<file path="src/rtl/core/lfps_pkg.sv">
`default_nettype none
package lfps_pkg;

	localparam int ERR_FRAC  = 8;
	localparam int GAIN_FRAC = 16;
	localparam int TOT_FRAC  = ERR_FRAC + GAIN_FRAC;
	localparam int ERR_ONE   = 1 << ERR_FRAC;

	localparam int SENS_W  = 5;
	localparam int GAIN_W  = 24;
	localparam int SPEED_W = 8;
	localparam int LIM_W   = 16;
	localparam int CFG_IDX_W  = 3;
	localparam int CFG_DATA_W = 24;

	localparam int ERR_W   = ERR_FRAC + 6;
	localparam int DERIV_W = ERR_W + 1;
	localparam int INT_W   = LIM_W + 1;
	localparam int SUM_W   = ((ERR_W > INT_W) ? ERR_W : INT_W) + 1;
	localparam int OP_W    = SUM_W;
	localparam int PROD_W  = GAIN_W + 1 + OP_W;
	localparam int BASE_W  = SPEED_W + TOT_FRAC + 1;
	localparam int ACC_W   = ((PROD_W + 2 > BASE_W) ? PROD_W + 2 : BASE_W) + 1;

	localparam logic signed [ERR_W-1:0] LOST_ERR = ERR_W'(25 * ERR_ONE);

	localparam logic [GAIN_W-1:0]  PROP_GAIN_RST  = GAIN_W'(3277);
	localparam logic [GAIN_W-1:0]  INTEG_GAIN_RST = GAIN_W'(66);
	localparam logic [GAIN_W-1:0]  DERIV_GAIN_RST = GAIN_W'(6554);
	localparam logic [SPEED_W-1:0] MAX_SPEED_RST  = SPEED_W'(200);
	localparam logic [LIM_W-1:0]   WINDUP_RST     = LIM_W'(51200);

	typedef enum logic [CFG_IDX_W-1:0] {
		REG_PROP_GAIN  = 3'd0,
		REG_INTEG_GAIN = 3'd1,
		REG_DERIV_GAIN = 3'd2,
		REG_MAX_SPEED  = 3'd3,
		REG_WINDUP     = 3'd4
	} cfg_reg_t;

	typedef enum logic [1:0] {
		MUL_P,
		MUL_I,
		MUL_D
	} mul_sel_t;

	typedef enum logic [2:0] {
		ST_IDLE,
		ST_ERR,
		ST_MUL_P,
		ST_MUL_I,
		ST_MUL_D,
		ST_SUM,
		ST_DUTY
	} state_t;

	typedef struct packed {
		logic     load_in;
		logic     step_err;
		logic     mul_en;
		mul_sel_t mul_sel;
		logic     acc_clr;
		logic     acc_add;
		logic     load_out;
	} dp_cmd_t;

	typedef struct packed {
		logic out_free;
	} dp_stat_t;

	// mean sensor weight per pattern, truncated toward zero; all-ones is the lost case
	function automatic logic signed [ERR_W-1:0] sensor_error(input logic [SENS_W-1:0] bits);
		logic signed [ERR_W-1:0] e;
		e = '0;
		case (bits)
			5'd1:  e = ERR_W'((20 * ERR_ONE) / 4);
			5'd2:  e = ERR_W'((10 * ERR_ONE) / 4);
			5'd3:  e = ERR_W'((30 * ERR_ONE) / 3);
			5'd5:  e = ERR_W'((20 * ERR_ONE) / 3);
			5'd6:  e = ERR_W'((10 * ERR_ONE) / 3);
			5'd7:  e = ERR_W'((30 * ERR_ONE) / 2);
			5'd8:  e = ERR_W'((-10 * ERR_ONE) / 4);
			5'd9:  e = ERR_W'((10 * ERR_ONE) / 3);
			5'd11: e = ERR_W'((20 * ERR_ONE) / 2);
			5'd12: e = ERR_W'((-10 * ERR_ONE) / 3);
			5'd13: e = ERR_W'((10 * ERR_ONE) / 2);
			5'd15: e = ERR_W'(20 * ERR_ONE);
			5'd16: e = ERR_W'((-20 * ERR_ONE) / 4);
			5'd18: e = ERR_W'((-10 * ERR_ONE) / 3);
			5'd19: e = ERR_W'((10 * ERR_ONE) / 2);
			5'd20: e = ERR_W'((-20 * ERR_ONE) / 3);
			5'd22: e = ERR_W'((-10 * ERR_ONE) / 2);
			5'd23: e = ERR_W'(10 * ERR_ONE);
			5'd24: e = ERR_W'((-30 * ERR_ONE) / 3);
			5'd25: e = ERR_W'((-10 * ERR_ONE) / 2);
			5'd26: e = ERR_W'((-20 * ERR_ONE) / 2);
			5'd28: e = ERR_W'((-30 * ERR_ONE) / 2);
			5'd29: e = ERR_W'(-10 * ERR_ONE);
			5'd30: e = ERR_W'(-20 * ERR_ONE);
			default: e = '0;
		endcase
		return e;
	endfunction

	function automatic logic [SPEED_W-1:0] clamp_duty(input logic signed [ACC_W-1:0] v,
		input logic [SPEED_W-1:0] mx);
		logic [SPEED_W-1:0] r;
		if (v < 0) begin
			r = '0;
		end else if (v > $signed({{(ACC_W-SPEED_W){1'b0}}, mx})) begin
			r = mx;
		end else begin
			r = v[SPEED_W-1:0];
		end
		return r;
	endfunction

endpackage
`default_nettype wire

</file>
<file path="src/rtl/core/line_follow_pid_steering_top.sv">
// an accepted item passes the error, multiply, sum and duty states before its result is valid
// items are taken one at a time, only in idle, as the single shared multiplier steps
//   through the proportional, integral and derivative terms
// reset: arst_n clears the integral and the last error and loads the register defaults
// cfg_ready is always high; a write takes effect at the next edge
`default_nettype none
module line_follow_pid_steering_top (
	input  wire logic                                clk,
	input  wire logic                                arst_n,
	input  wire logic                                in_valid,
	output logic                                     in_stall,
	input  wire logic [lfps_pkg::SENS_W-1:0]         line_sensors,
	output logic                                     out_valid,
	input  wire logic                                out_stall,
	output logic [lfps_pkg::SPEED_W-1:0]             left_duty,
	output logic [lfps_pkg::SPEED_W-1:0]             right_duty,
	input  wire logic                                cfg_valid,
	output logic                                     cfg_ready,
	input  wire logic [lfps_pkg::CFG_IDX_W-1:0]      cfg_index,
	input  wire logic [lfps_pkg::CFG_DATA_W-1:0]     cfg_data
);

	lfps_pkg::dp_cmd_t  cmd;
	lfps_pkg::dp_stat_t stat;

	assign cfg_ready = 1'b1;

	lfps_ctrl u_ctrl (
		.clk      (clk),
		.arst_n   (arst_n),
		.in_valid (in_valid),
		.in_stall (in_stall),
		.stat     (stat),
		.cmd      (cmd)
	);

	lfps_dp u_dp (
		.clk          (clk),
		.arst_n       (arst_n),
		.cmd          (cmd),
		.stat         (stat),
		.line_sensors (line_sensors),
		.cfg_valid    (cfg_valid),
		.cfg_index    (cfg_index),
		.cfg_data     (cfg_data),
		.out_stall    (out_stall),
		.out_valid    (out_valid),
		.left_duty    (left_duty),
		.right_duty   (right_duty)
	);

endmodule
`default_nettype wire

</file>
<file path="src/rtl/core/lfps_ctrl.sv">
`default_nettype none
module lfps_ctrl (
	input  wire logic               clk,
	input  wire logic               arst_n,
	input  wire logic               in_valid,
	output logic                    in_stall,
	input  wire lfps_pkg::dp_stat_t stat,
	output lfps_pkg::dp_cmd_t       cmd
);

	lfps_pkg::state_t state_q;
	lfps_pkg::state_t state_nxt;

	always_ff @(posedge clk or negedge arst_n) begin
		if (!arst_n) begin
			state_q <= lfps_pkg::ST_IDLE;
		end else begin
			state_q <= state_nxt;
		end
	end

	always_comb begin
		state_nxt = state_q;
		case (state_q)
			lfps_pkg::ST_IDLE: begin
				if (in_valid) begin
					state_nxt = lfps_pkg::ST_ERR;
				end
			end
			lfps_pkg::ST_ERR:   state_nxt = lfps_pkg::ST_MUL_P;
			lfps_pkg::ST_MUL_P: state_nxt = lfps_pkg::ST_MUL_I;
			lfps_pkg::ST_MUL_I: state_nxt = lfps_pkg::ST_MUL_D;
			lfps_pkg::ST_MUL_D: state_nxt = lfps_pkg::ST_SUM;
			lfps_pkg::ST_SUM:   state_nxt = lfps_pkg::ST_DUTY;
			lfps_pkg::ST_DUTY: begin
				if (stat.out_free) begin
					state_nxt = lfps_pkg::ST_IDLE;
				end
			end
			default: state_nxt = lfps_pkg::ST_IDLE;
		endcase
	end

	always_comb begin
		cmd = '0;
		cmd.mul_sel = lfps_pkg::MUL_P;
		in_stall = 1'b1;
		case (state_q)
			lfps_pkg::ST_IDLE: begin
				in_stall = 1'b0;
				cmd.load_in = in_valid;
			end
			lfps_pkg::ST_ERR: begin
				cmd.step_err = 1'b1;
				cmd.acc_clr = 1'b1;
			end
			lfps_pkg::ST_MUL_P: begin
				cmd.mul_en = 1'b1;
				cmd.mul_sel = lfps_pkg::MUL_P;
			end
			lfps_pkg::ST_MUL_I: begin
				cmd.mul_en = 1'b1;
				cmd.mul_sel = lfps_pkg::MUL_I;
				cmd.acc_add = 1'b1;
			end
			lfps_pkg::ST_MUL_D: begin
				cmd.mul_en = 1'b1;
				cmd.mul_sel = lfps_pkg::MUL_D;
				cmd.acc_add = 1'b1;
			end
			lfps_pkg::ST_SUM: begin
				cmd.acc_add = 1'b1;
			end
			lfps_pkg::ST_DUTY: begin
				cmd.load_out = stat.out_free;
			end
			default: begin
				in_stall = 1'b1;
			end
		endcase
	end

endmodule
`default_nettype wire

</file>
<file path="src/rtl/core/lfps_dp.sv">
`default_nettype none
module lfps_dp (
	input  wire logic                                clk,
	input  wire logic                                arst_n,
	input  wire lfps_pkg::dp_cmd_t                   cmd,
	output lfps_pkg::dp_stat_t                       stat,
	input  wire logic [lfps_pkg::SENS_W-1:0]         line_sensors,
	input  wire logic                                cfg_valid,
	input  wire logic [lfps_pkg::CFG_IDX_W-1:0]      cfg_index,
	input  wire logic [lfps_pkg::CFG_DATA_W-1:0]     cfg_data,
	input  wire logic                                out_stall,
	output logic                                     out_valid,
	output logic [lfps_pkg::SPEED_W-1:0]             left_duty,
	output logic [lfps_pkg::SPEED_W-1:0]             right_duty
);

	logic [lfps_pkg::GAIN_W-1:0]  prop_gain_q;
	logic [lfps_pkg::GAIN_W-1:0]  integ_gain_q;
	logic [lfps_pkg::GAIN_W-1:0]  deriv_gain_q;
	logic [lfps_pkg::SPEED_W-1:0] max_speed_q;
	logic [lfps_pkg::LIM_W-1:0]   windup_q;

	logic [lfps_pkg::SENS_W-1:0]          sens_q;
	logic signed [lfps_pkg::ERR_W-1:0]    prev_error_q;
	logic signed [lfps_pkg::INT_W-1:0]    integ_acc_q;
	logic signed [lfps_pkg::DERIV_W-1:0]  deriv_q;
	logic signed [lfps_pkg::PROD_W-1:0]   prod_q;
	logic signed [lfps_pkg::ACC_W-1:0]    acc_q;
	logic                                 out_valid_q;
	logic [lfps_pkg::SPEED_W-1:0]         left_q;
	logic [lfps_pkg::SPEED_W-1:0]         right_q;

	logic signed [lfps_pkg::ERR_W-1:0]   err;
	logic signed [lfps_pkg::SUM_W-1:0]   int_sum;
	logic signed [lfps_pkg::SUM_W-1:0]   lim_pos;
	logic signed [lfps_pkg::SUM_W-1:0]   lim_neg;
	logic signed [lfps_pkg::SUM_W-1:0]   int_clamped;
	logic signed [lfps_pkg::DERIV_W-1:0] deriv;
	logic signed [lfps_pkg::GAIN_W:0]    gain_op;
	logic signed [lfps_pkg::OP_W-1:0]    data_op;
	logic signed [lfps_pkg::ACC_W-1:0]   base;
	logic signed [lfps_pkg::ACC_W-1:0]   left_sum;
	logic signed [lfps_pkg::ACC_W-1:0]   right_sum;

	// configuration registers
	always_ff @(posedge clk or negedge arst_n) begin
		if (!arst_n) begin
			prop_gain_q  <= lfps_pkg::PROP_GAIN_RST;
			integ_gain_q <= lfps_pkg::INTEG_GAIN_RST;
			deriv_gain_q <= lfps_pkg::DERIV_GAIN_RST;
			max_speed_q  <= lfps_pkg::MAX_SPEED_RST;
			windup_q     <= lfps_pkg::WINDUP_RST;
		end else if (cfg_valid) begin
			case (cfg_index)
				lfps_pkg::REG_PROP_GAIN:  prop_gain_q  <= cfg_data;
				lfps_pkg::REG_INTEG_GAIN: integ_gain_q <= cfg_data;
				lfps_pkg::REG_DERIV_GAIN: deriv_gain_q <= cfg_data;
				lfps_pkg::REG_MAX_SPEED:  max_speed_q  <= cfg_data[lfps_pkg::SPEED_W-1:0];
				lfps_pkg::REG_WINDUP:     windup_q     <= cfg_data[lfps_pkg::LIM_W-1:0];
				default: ;
			endcase
		end
	end

	// error, windup clamp and derivative
	always_comb begin
		if (&sens_q) begin
			err = (prev_error_q > 0) ? lfps_pkg::LOST_ERR : -lfps_pkg::LOST_ERR;
		end else begin
			err = lfps_pkg::sensor_error(sens_q);
		end
		int_sum = lfps_pkg::SUM_W'(integ_acc_q) + lfps_pkg::SUM_W'(err);
		lim_pos = $signed({{(lfps_pkg::SUM_W-lfps_pkg::LIM_W){1'b0}}, windup_q});
		lim_neg = -lim_pos;
		if (int_sum > lim_pos) begin
			int_clamped = lim_pos;
		end else if (int_sum < lim_neg) begin
			int_clamped = lim_neg;
		end else begin
			int_clamped = int_sum;
		end
		deriv = lfps_pkg::DERIV_W'(err) - lfps_pkg::DERIV_W'(prev_error_q);
	end

	// shared multiplier operands
	always_comb begin
		case (cmd.mul_sel)
			lfps_pkg::MUL_P: begin
				gain_op = $signed({1'b0, prop_gain_q});
				data_op = lfps_pkg::OP_W'(prev_error_q);
			end
			lfps_pkg::MUL_I: begin
				gain_op = $signed({1'b0, integ_gain_q});
				data_op = lfps_pkg::OP_W'(integ_acc_q);
			end
			lfps_pkg::MUL_D: begin
				gain_op = $signed({1'b0, deriv_gain_q});
				data_op = lfps_pkg::OP_W'(deriv_q);
			end
			default: begin
				gain_op = '0;
				data_op = '0;
			end
		endcase
	end

	always_comb begin
		base = $signed({{(lfps_pkg::ACC_W-lfps_pkg::SPEED_W-lfps_pkg::TOT_FRAC){1'b0}},
			max_speed_q, {lfps_pkg::TOT_FRAC{1'b0}}});
		left_sum  = (base + acc_q) >>> lfps_pkg::TOT_FRAC;
		right_sum = (base - acc_q) >>> lfps_pkg::TOT_FRAC;
	end

	always_ff @(posedge clk or negedge arst_n) begin
		if (!arst_n) begin
			prev_error_q <= '0;
			integ_acc_q  <= '0;
		end else if (cmd.step_err) begin
			prev_error_q <= err;
			integ_acc_q  <= int_clamped[lfps_pkg::INT_W-1:0];
		end
	end

	always_ff @(posedge clk) begin
		if (cmd.load_in) begin
			sens_q <= line_sensors;
		end
		if (cmd.step_err) begin
			deriv_q <= deriv;
		end
		if (cmd.mul_en) begin
			prod_q <= lfps_pkg::PROD_W'(gain_op) * lfps_pkg::PROD_W'(data_op);
		end
		if (cmd.acc_clr) begin
			acc_q <= '0;
		end else if (cmd.acc_add) begin
			acc_q <= acc_q + lfps_pkg::ACC_W'(prod_q);
		end
		if (cmd.load_out) begin
			left_q  <= lfps_pkg::clamp_duty(left_sum, max_speed_q);
			right_q <= lfps_pkg::clamp_duty(right_sum, max_speed_q);
		end
	end

	always_ff @(posedge clk or negedge arst_n) begin
		if (!arst_n) begin
			out_valid_q <= 1'b0;
		end else if (cmd.load_out) begin
			out_valid_q <= 1'b1;
		end else if (!out_stall) begin
			out_valid_q <= 1'b0;
		end
	end

	assign stat.out_free = !out_valid_q || !out_stall;
	assign out_valid  = out_valid_q;
	assign left_duty  = left_q;
	assign right_duty = right_q;

endmodule
`default_nettype wire

</file>
<file path="config.mk">
export PLATFORM = sky130hd
export DESIGN_NAME = line_follow_pid_steering_top
export DESIGN_NICKNAME = d
export VERILOG_FILES = /design/src/rtl/core/lfps_pkg.sv /design/src/rtl/core/line_follow_pid_steering_top.sv /design/src/rtl/core/lfps_ctrl.sv /design/src/rtl/core/lfps_dp.sv
export SDC_FILE = /design/constraint.sdc
export NUM_CORES = 2
export LEC_CHECK = 0
export BUFFER_PORTS_ARGS = -buffer_cell sky130_fd_sc_hd__buf_4
export CAP_MARGIN = 20
export CELL_PAD_IN_SITES_DETAIL_PLACEMENT = 1
export CELL_PAD_IN_SITES_GLOBAL_PLACEMENT = 2
export CORE_MARGIN = 3
export CORE_UTILIZATION = 45
export CTS_BUF_LIST = sky130_fd_sc_hd__clkbuf_4 sky130_fd_sc_hd__clkbuf_8 sky130_fd_sc_hd__clkbuf_16
export DETAILED_ROUTE_END_ITERATION = 7
export PLACE_DENSITY = 0.95
export SYNTH_ARGS = -nofsm -noshare
export SYNTH_HDL_FRONTEND = slang
export SYNTH_SLANG_ARGS = --single-unit
</file>
<file path="constraint.sdc">
create_clock -name clk -period 12.5 [get_ports clk]
set_clock_uncertainty 0.05 [all_clocks]
set_input_delay 2.5 -clock clk [delete_from_list [all_inputs] [get_ports clk]]
set_output_delay 2.5 -clock clk [all_outputs]
set_load 0.005 [all_outputs]
</file>
==> impl_results.md <==
- Status: complete, no violations
- Synth area leader: fa_1
- Ys flop type: dfrtp_1
- Fin cells: 4426
- Least-Margin Pin Slew: 1300 ps
- Worst R2R Start: u_ctrl.state_q[2]
- Post-DP HPWL: 78100 um
- TritonCTS clock tree: done
- Setup crit end kind: flop
- Synth Area in Compound Gates: 0.132
- WL final: approximately 100000 um
- Effective utilization at floorplan: 0.459
- Global-route wire length before repair: about 160000 um
- Xor/xnor share of the synthesized area: 0.0357
- Clock tree sinks: 263
- Seq/Total Area, Yosys: 0.215
- Post-DR wirelength/cell: about 23 um
- Worst EP arrival: 9740 ps
- Initial antenna violation count: 1
- Residual DRC: 0
- Pin count of the biggest net entering global routing: 74
- Clock Pin Slew Worst Setup and Hold Paths: 60 ps
- Vias: 25600
- Max Cap Violations: 0
- PnR worst setup slack: 3050 ps
- Clk buf depth: 3
- Final-report setup violation count: 0
- Relative slew slack: 0.132
- Post-route clock period utilization: 0.756
- Core ar.: 0.0679 mm^2
- DP Cell Count: 4365
- P&R area growth vs syn: 8.38%
- Dpl ws: 3120 ps
- Crit path launch: u_ctrl.state_q[2]
- Drt pass-1 iters: 5
- Largest family of logic cells by synthesized area: adder cells
- GPL Wtd Cong: 0.934
- Top post-synthesis cells by area: fa_1 23%, ha_1 12%, dfrtp_1 8.5%
- Clock period minus worst slack: ~9500 ps
- Area share of the largest cell type after synthesis: 0.229
- #FFs+latches synth: 263
- Mean Syn Cell Area: 8.96 um^2
- Post_cts resized: 0
- Clock Tree Root: clkbuf_16
- Synthesized instance count: 3481
- Count of final hold-check violations: 0
- Number of enable flip-flop cells after synthesis: a little under 80
- Die Span Y: 269 um
- H-tree Lvls: 1
- IO Count: 56
- Yosys warnings: 0
- RSZ-0062 raised after global routing: no
- Req. time, crit path: 12790 ps
- Die area: approximately 0.072 mm^2
- Kind of critical path: flop to flop
- Tightest Hold Check Type: flop to flop
- Die W: approximately 270 um
- Floorplan row count: between 90 and 100
- Mux cell area share after synthesis: 0.0435
- Hold_buf cts: 0
- Grt total ovfl: 0
- Max Fclk: 0.106 GHz
- FFs w/ async S/R, synth: 0.487
- Simple-Gate Fraction of Synth Area: 0.145
- Worst skew pair latency: 600 ps
- Final #Nets: 4160
- Post-Synthesis Cell Area: 0.0312 mm^2
- TritonCTS buffer count: 30
- Worst setup SP type: flop
- Mapped Nets: 4162
- Mean number of vias per cell: 5.78
- Setup TNS: 0 ps
- Vias in the first global route: 27700
- Layout cells sized above 1: 0.0905
- Initial DRC count: 1756
- Final Max Tran Viols: 0
- Total GRT Usage: 0.274
- Hold_sp: u_dp.acc_q[0]
- Yosys cell types: 85
- Total setup buffers inserted after CTS: 0
- Final ANT Viol Nets: 0
- Synth Area in Adders: 0.344
- Port buffer count: 54
- Crit-path max FO: 69
==> path summary, 6_finish.rpt <==
check,to,slack (ps),cells past startpoint
max in group asynchronous,u_dp.deriv_gain_q[2],9150,2
hold reg to reg,u_dp.acc_q[0],430,2
min in group asynchronous,u_dp.integ_gain_q[21],1850,1
setup / recovery,u_dp.prod_q[41],3050,27
setup reg to reg,u_dp.prod_q[41],3050,27
hold / removal,u_dp.acc_q[0],430,2
==> worst max-delay path, cell delays in order (launching register included) <==
cell,delay [ps]
dfrtp_1,550
inv_2,110
nor3_2,170
buf_4,600
nor2_1,80
buf_4,270
and2_1,220
a221oi_1,910
nor2_1,200
fa_1,590
inv_1,70
fa_1,540
inv_1,50
fa_1,520
fa_1,460
fa_1,500
inv_1,50
fa_1,470
inv_1,40
ha_1,400
nand3_1,190
a2111oi_0,680
o31a_1,310
a2bb2oi_1,420
a31o_2,290
a211o_1,180
a211oi_1,90
xnor2_1,140
==> area by class of cell <==
cell class / count / area, um^2
multi-input combinational: 2529 / 21900
clock buffer: 41 / 871
sequential: 263 / 6710
clock inverter: 15 / 226
timing repair buffer: 106 / 812
inverter: 549 / 2060
fill: 7899 / 34100
tap: 921 / 1150
antenna: 2 / 5.00
==> sequential cells by signal, summed over array words and instances (netlist names), 5 cells and up, named ones only <==
name and flops:
u_dp.acc_q 46, u_dp.prod_q 43, u_dp.deriv_gain_q 24, u_dp.integ_gain_q 24
u_dp.prop_gain_q 24, u_dp.integ_acc_q 17, u_dp.windup_q 16, u_dp.deriv_q 14
u_dp.prev_error_q 11, u_dp.left_duty 8, u_dp.max_speed_q 8, u_dp.right_duty 8
u_dp.sens_q 5
==> cells in the mapped netlist, types with 38 or more instances <==
| cell type | instances |
|---|---|
| a21o_1 | 62 |
| a21oi_1 | 164 |
| a221o_1 | 38 |
| a221oi_1 | 42 |
| and2_1 | 45 |
| clkbuf_1 | 118 |
| dfrtp_1 | 106 |
| dfxtp_1 | 57 |
| edfxtp_1 | 78 |
| fa_1 | 356 |
| ha_1 | 288 |
| inv_1 | 544 |
| mux2_2 | 93 |
| nand2_1 | 457 |
| nand3_1 | 56 |
| nor2_1 | 271 |
| nor3_1 | 61 |
| o21ai_0 | 92 |
| xnor2_1 | 83 |
| xor2_1 | 44 |
==> per-stage QoR <==
stage / instance area [um^2] / hold WS [ps] / util
finish: 33800 / 429 / 0.498
global route: 33800 / 459 / 0.498
CTS: 33700 / 430 / 0.497
detailed placement: 32600 / 421 / 0.481
global placement: 32600 / 414 / 0.481
floorplan: 31200 / 399 / -
==> cells in the final DEF (no fill, tap or decap), drive strengths merged, types with 8 or more instances in the layout <==
cell type / netlist / routed
xor2: 44 / 44
and3: 25 / 25
nand3: 56 / 56
a31oi: 16 / 16
o21bai: 14 / 14
nand2b: 23 / 23
nor4: 10 / 10
xnor2: 83 / 83
mux2: 93 / 93
clkbuf: 118 / 43
a21boi: 9 / 9
or3: 9 / 9
and4: 8 / 8
ha: 288 / 288
dfstp: 22 / 22
mux2i: 31 / 31
nor3: 61 / 61
a21oi: 165 / 165
a221oi: 42 / 42
a211oi: 23 / 23
o21ai: 112 / 112
edfxtp: 78 / 78
and2: 45 / 45
o211ai: 15 / 15
a221o: 38 / 38
nor2b: 19 / 19
inv: 548 / 549
nor2: 271 / 271
nand4: 14 / 14
o311ai: 16 / 16
nand2: 457 / 457
o31ai: 10 / 10
a21o: 62 / 62
o21a: 25 / 25
dfxtp: 57 / 57
buf: 22 / 104
dfrtp: 106 / 106
fa: 356 / 356
==> cell families after synthesis <==
group,count (synthesis)
and+or+nand+nor,1026
buffers and inverters,689
adders and majority gates,644
AOI/OAI and AO/OA,607
DFF,263
xor gates and xnor gates,127
muxes,124
other,1
==> routing by layer <==
| layer | up-vias | global-route usage | share of wire |
|---|---|---|---|
| met5 | - | 0 | 0.00013 |
| met4 | 2 | 0.0894 | 0.037 |
| met3 | 211 | 0.0373 | 0.057 |
| met2 | 747 | 0.473 | 0.48 |
| met1 | 13100 | 0.354 | 0.42 |
| li1 | 11500 | - | - |
Power is not shown: default switching activity piles up to over one toggle a cycle in this logic, so the estimate is an artifact.
